$ cat src/sv/stm_pkg.sv
`default_nettype none
package stm_pkg;

    localparam int TABLE_DEPTH = 1024;
    localparam int ADDR_W      = $clog2(TABLE_DEPTH);
    localparam int CNT_W       = $clog2(TABLE_DEPTH + 1);
    localparam int VAL_W       = 32;

    localparam logic OP_LOAD  = 1'b0;
    localparam logic OP_QUERY = 1'b1;

    localparam logic KIND_LOADED = 1'b0;
    localparam logic KIND_ANSWER = 1'b1;

    typedef enum logic [2:0] {
        ST_IDLE,
        ST_OUTER,
        ST_KEY,
        ST_INNER,
        ST_CMP,
        ST_PROBE,
        ST_PCMP,
        ST_EMIT
    } t_state;

    typedef enum logic [3:0] {
        DP_NOP,
        DP_LOAD,
        DP_QUERY,
        DP_READ_KEY,
        DP_LATCH_KEY,
        DP_READ_PREV,
        DP_SHIFT,
        DP_PLACE,
        DP_SORT_DONE,
        DP_PROBE_READ,
        DP_PROBE_HIGH,
        DP_PROBE_LOW,
        DP_HIT,
        DP_EMIT
    } t_dp_op;

    typedef struct packed {
        t_dp_op op;
        logic   kind;
    } t_dp_cmd;

    typedef struct packed {
        logic sort_more;
        logic j_zero;
        logic greater;
        logic probe_more;
        logic equal;
        logic out_free;
    } t_dp_status;

endpackage
`default_nettype wire

$ cat src/sv/stm_ctrl.sv
`default_nettype none
module stm_ctrl
    import stm_pkg::*;
(
    input  wire logic       i_clk,
    input  wire logic       i_rst_n,
    input  wire logic       i_s_tvalid,
    input  wire logic       i_s_tuser,
    input  wire logic       i_s_tlast,
    input  wire logic       i_open,
    input  wire t_dp_status i_status,
    output logic            o_s_tready,
    output t_dp_cmd         o_cmd
);
    t_state r_state, n_state;
    logic   r_kind, n_kind;
    logic   w_accept;

    assign o_s_tready = (r_state == ST_IDLE);
    assign w_accept   = i_s_tvalid && o_s_tready;

    always_ff @(posedge i_clk) begin
        if (!i_rst_n) begin
            r_state <= ST_IDLE;
            r_kind  <= KIND_LOADED;
        end else begin
            r_state <= n_state;
            r_kind  <= n_kind;
        end
    end

    // next state
    always_comb begin
        n_state = r_state;
        n_kind  = r_kind;
        unique case (r_state)
            ST_IDLE: begin
                if (w_accept) begin
                    if (i_s_tuser == OP_LOAD) begin
                        n_kind = KIND_LOADED;
                        if (i_s_tlast) begin
                            n_state = ST_OUTER;
                        end
                    end else begin
                        n_kind  = KIND_ANSWER;
                        n_state = i_open ? ST_OUTER : ST_PROBE;
                    end
                end
            end
            ST_OUTER: begin
                if (i_status.sort_more) begin
                    n_state = ST_KEY;
                end else begin
                    n_state = (r_kind == KIND_ANSWER) ? ST_PROBE : ST_EMIT;
                end
            end
            ST_KEY:   n_state = ST_INNER;
            ST_INNER: n_state = i_status.j_zero ? ST_OUTER : ST_CMP;
            ST_CMP:   n_state = i_status.greater ? ST_INNER : ST_OUTER;
            ST_PROBE: n_state = i_status.probe_more ? ST_PCMP : ST_EMIT;
            ST_PCMP:  n_state = i_status.equal ? ST_EMIT : ST_PROBE;
            ST_EMIT: begin
                if (i_status.out_free) begin
                    n_state = ST_IDLE;
                end
            end
            default:  n_state = ST_IDLE;
        endcase
    end

    // commands
    always_comb begin
        o_cmd.op   = DP_NOP;
        o_cmd.kind = r_kind;
        unique case (r_state)
            ST_IDLE: begin
                if (w_accept) begin
                    o_cmd.op = (i_s_tuser == OP_LOAD) ? DP_LOAD : DP_QUERY;
                end
            end
            ST_OUTER: o_cmd.op = i_status.sort_more ? DP_READ_KEY : DP_SORT_DONE;
            ST_KEY:   o_cmd.op = DP_LATCH_KEY;
            ST_INNER: o_cmd.op = i_status.j_zero ? DP_PLACE : DP_READ_PREV;
            ST_CMP:   o_cmd.op = i_status.greater ? DP_SHIFT : DP_PLACE;
            ST_PROBE: o_cmd.op = i_status.probe_more ? DP_PROBE_READ : DP_NOP;
            ST_PCMP: begin
                if (i_status.equal) begin
                    o_cmd.op = DP_HIT;
                end else if (i_status.greater) begin
                    o_cmd.op = DP_PROBE_HIGH;
                end else begin
                    o_cmd.op = DP_PROBE_LOW;
                end
            end
            ST_EMIT:  o_cmd.op = i_status.out_free ? DP_EMIT : DP_NOP;
            default:  o_cmd.op = DP_NOP;
        endcase
    end
endmodule
`default_nettype wire

$ cat config.mk
export PLATFORM = sky130hd
export DESIGN_NAME = stm_ctrl
export DESIGN_NICKNAME = d
export VERILOG_FILES = /design/src/sv/stm_pkg.sv /design/src/sv/stm_ctrl.sv
export SDC_FILE = /design/constraint.sdc
export NUM_CORES = 1
export LEC_CHECK = 0
export ABC_AREA = 1
export BUFFER_PORTS_ARGS = -buffer_cell sky130_fd_sc_hd__buf_2
export CORE_AREA = 10 10 47 49
export DETAILED_ROUTE_END_ITERATION = 10
export DIE_AREA = 0 0 57 59
export GPL_ROUTABILITY_DRIVEN = 0
export PLACE_DENSITY = 0.62
export REMOVE_ABC_BUFFERS = 1
export SLEW_MARGIN = 20
export SYNTH_ARGS = -nofsm -noshare
export SYNTH_HDL_FRONTEND = slang
export SYNTH_SLANG_ARGS = --single-unit
$ cat constraint.sdc
create_clock -name i_clk -period 1.5 [get_ports i_clk]
set_clock_uncertainty 0.2 [all_clocks]
set_input_delay 0.3 -clock i_clk [delete_from_list [all_inputs] [get_ports i_clk]]
set_output_delay 0.3 -clock i_clk [all_outputs]
set_load 0.01 [all_outputs]
==> impl_metrics.env <==
export IMPL_io_buffers=17
export IMPL_reg2reg_from="r_state[0]"
export IMPL_cp_start_kind="flop"
export IMPL_cap_violations=0
export IMPL_r2r_end="r_state[0]"
export IMPL_whs_path_depth=3
export IMPL_grt_pass1_wl_microns=2550
export IMPL_vias=610
export IMPL_ant_nets=0
export IMPL_cts_sinks=4
export IMPL_nets=128
export IMPL_min_period_over_period_pct=116
export IMPL_clkPwrFrac_pct=8.7
export IMPL_cts_tree="done"
export IMPL_dr_wl_met3_microns=18
export IMPL_synthCells=76
export IMPL_yosysTopAreaCellShare_pct=19.3
export IMPL_fp_dieArea_sq_um=3360
export IMPL_p_leak_nw=0.431
export IMPL_syn_mean_instance_area_sq_um=5.47
export IMPL_max_freq_mhz=575
export IMPL_critPathMaxFanout=7
export IMPL_hold_path_class="primary input to flop"
export IMPL_first_pass_iters=4
export IMPL_htreeDepth=1
export IMPL_dp_hpwl_microns=1160
export IMPL_initial_core_util_pct=29.6
export IMPL_antenna_found_initial=0
export IMPL_comb_power_share_pct=70.1
export IMPL_cp_endpoint="o_cmd[3]"
export IMPL_drc=0
export IMPL_setup_worst_path_start="r_state[0]"
export IMPL_synth_seq_area_share_pct=19.3
export IMPL_drt_wl_total_microns=1550
export IMPL_drive_gt1_share_pct=55.3
export IMPL_period_minus_slack_ns=1.74
export IMPL_vias_per_cell=4.69
export IMPL_timing_final_ws_setup_ns=-0.240
export IMPL_wl_met1_microns=634
export IMPL_globalRouteTotalUtil_pct=9.28
export IMPL_clk_latency_ns=0.23
export IMPL_rsz0062_at_grt="yes"
export IMPL_internal_power_uw=798
export IMPL_worstMarginPinSlew_ns=0.177
export IMPL_cts_buffers=3
export IMPL_rows=14
export IMPL_yosys_top_cells_area="dfxtp_1, nand2_1, nand3_1"
export IMPL_powerDensity_nw_per_um2=1900
export IMPL_netSwitchingPower_uw=699
export IMPL_cp_end_kind="output port"
export IMPL_routed_top_layer="met4"
export IMPL_hold_viol=0
export IMPL_core_area_sq_um=1400
export IMPL_synth_cell_types=15
export IMPL_switching_share_pct=46.7
export IMPL_fp_dieW_microns=57
export IMPL_wl_per_cell_microns=11.9
export IMPL_antenna_cells=0
export IMPL_area_growth_pct=89.8
export IMPL_hold_buffers=0
export IMPL_cts_root_buf="clkbuf_4"
export IMPL_status="finished with violations"
export IMPL_slew_headroom_pct=88.2
export IMPL_drv_slew=0
export IMPL_syn_cell_area_sq_um=415
export IMPL_ff2ff_setup_slack_ns=-0.16
export IMPL_first_global_vias=618
export IMPL_grt_max_degree=9
export IMPL_worstPathRequired_ns=1.00
export IMPL_synth_seq_cells=4
export IMPL_fin_total_pwr_mw=1.50
export IMPL_setup_viol=7
export IMPL_hold_slack_ns=0.0996
export IMPL_seqPwrFrac_pct=21.2
export IMPL_crit_arrival_ns=1.24
export IMPL_synth_top_area_cell="dfxtp_1"
export IMPL_ctsLongestPathBuffers=2
export IMPL_violations="negative setup slack"
export IMPL_yosys_warnings=0
export IMPL_wl_met2_microns=871
export IMPL_clkTransAtPathRegs_ns=0.04
export IMPL_drt_iter0_markers=4
export IMPL_ios=18
export IMPL_r2r_cells=9
export IMPL_grt_ovfl_total=0
export IMPL_ir_worst_vdd_uv=1070
export IMPL_crit_type="flop to output port"
export IMPL_die_height_microns=59
[cell usage after synthesis, drive strengths merged]
library cell / count
nor3: 1
o2111ai: 2
nor2: 14
nand4: 4
o21ai: 5
nand3: 11
buf: 3
nand2: 16
dfxtp: 4
inv: 14
a21oi: 2
[through the flow]
stage / instances / utilization (%) / cell area, sq um / setup TNS, ns / worst slack, ns
global route: 130 / 56.3 / 788 / -1.68 / -0.317
detailed placement: 123 / 44.6 / 626 / -0.325 / -0.128
floorplan: 73 / - / 393 / -0.0537 / -0.0299
CTS: 130 / 54.0 / 757 / -1.10 / -0.237
finish: 130 / 56.3 / 788 / -1.22 / -0.240
global placement: 123 / 44.6 / 626 / -0.346 / -0.136
[timing repair]
action | in CTS | in global routing
endpoints found under the setup margin | 5 | 7
gates cloned | 0 | 0
pin swaps | 7 | 3
gates resized for setup | 27 | 8
buffers inserted | 4 | 0
[power by group through the flow]
stage | clock network (mW) | logic (mW) | registers (mW)
floorplan | 0 | 0.430 | 0.236
detailed placement | 0 | 0.868 | 0.225
finish | 0.130 | 1.05 | 0.318
global route | 0.148 | 1.16 | 0.328
CTS | 0.138 | 1.01 | 0.286
global placement | 0 | 0.867 | 0.221
[critical path, stage by stage, from the launching register on]
cell and delay, ns:
dfxtp_4 0.38, nor2_1 0.15, nand2_1 0.11, buf_4 0.15, o2111ai_1 0.06, buf_2 0.16
[how the worst min path moves through the flow]
stage	start	endpoint	slack (ns)
after CTS	i_rst_n	r_state[1]	0.1
after detailed placement	r_kind	r_kind	0.26
final	i_rst_n	r_state[1]	0.1
after floorplan	i_rst_n	r_state[1]	0.20
after global placement	r_kind	r_kind	0.25
after global routing	i_rst_n	r_state[1]	0.1
[state kept, by name, summed over array words and instances (netlist names)]
name,count
r_state,3
r_kind,1
[per-layer routing]
layer,global-route usage [%],up-vias
li1,-,325
met1,8.88,273
met2,17.5,8
met3,1.93,4
met4,6.04,0
met5,0,-
[cell families (layout without fill, tap and decap cells)]
kind of cell    Yosys count  in the layout  synth area share [%]
simple gates             46             46                  50.0
compound gates            9              9                  12.7
buf+inv                  17             55                  18.1
flops                     4              4                  19.3
[final cells by class]
class,count,area [sq um]
Clock buffer,3,22.5
Fill cell,145,613
Inverter,14,60.1
Multi-Input combinational cell,55,337
Sequential cell,4,91.3
Tap cell,16,20.0
Timing Repair Buffer,38,258
[placed cells by master (no fill, tap or decap), types with 4 or more instances in the layout]
cell type,netlist,layout
buf_6,0,4
buf_2,0,17
nand2_1,15,12
nor2_1,13,10
buf_4,3,17
nand3_1,11,7
nand4_1,4,4
inv_1,13,11
Power figures use the tool's default switching activity.
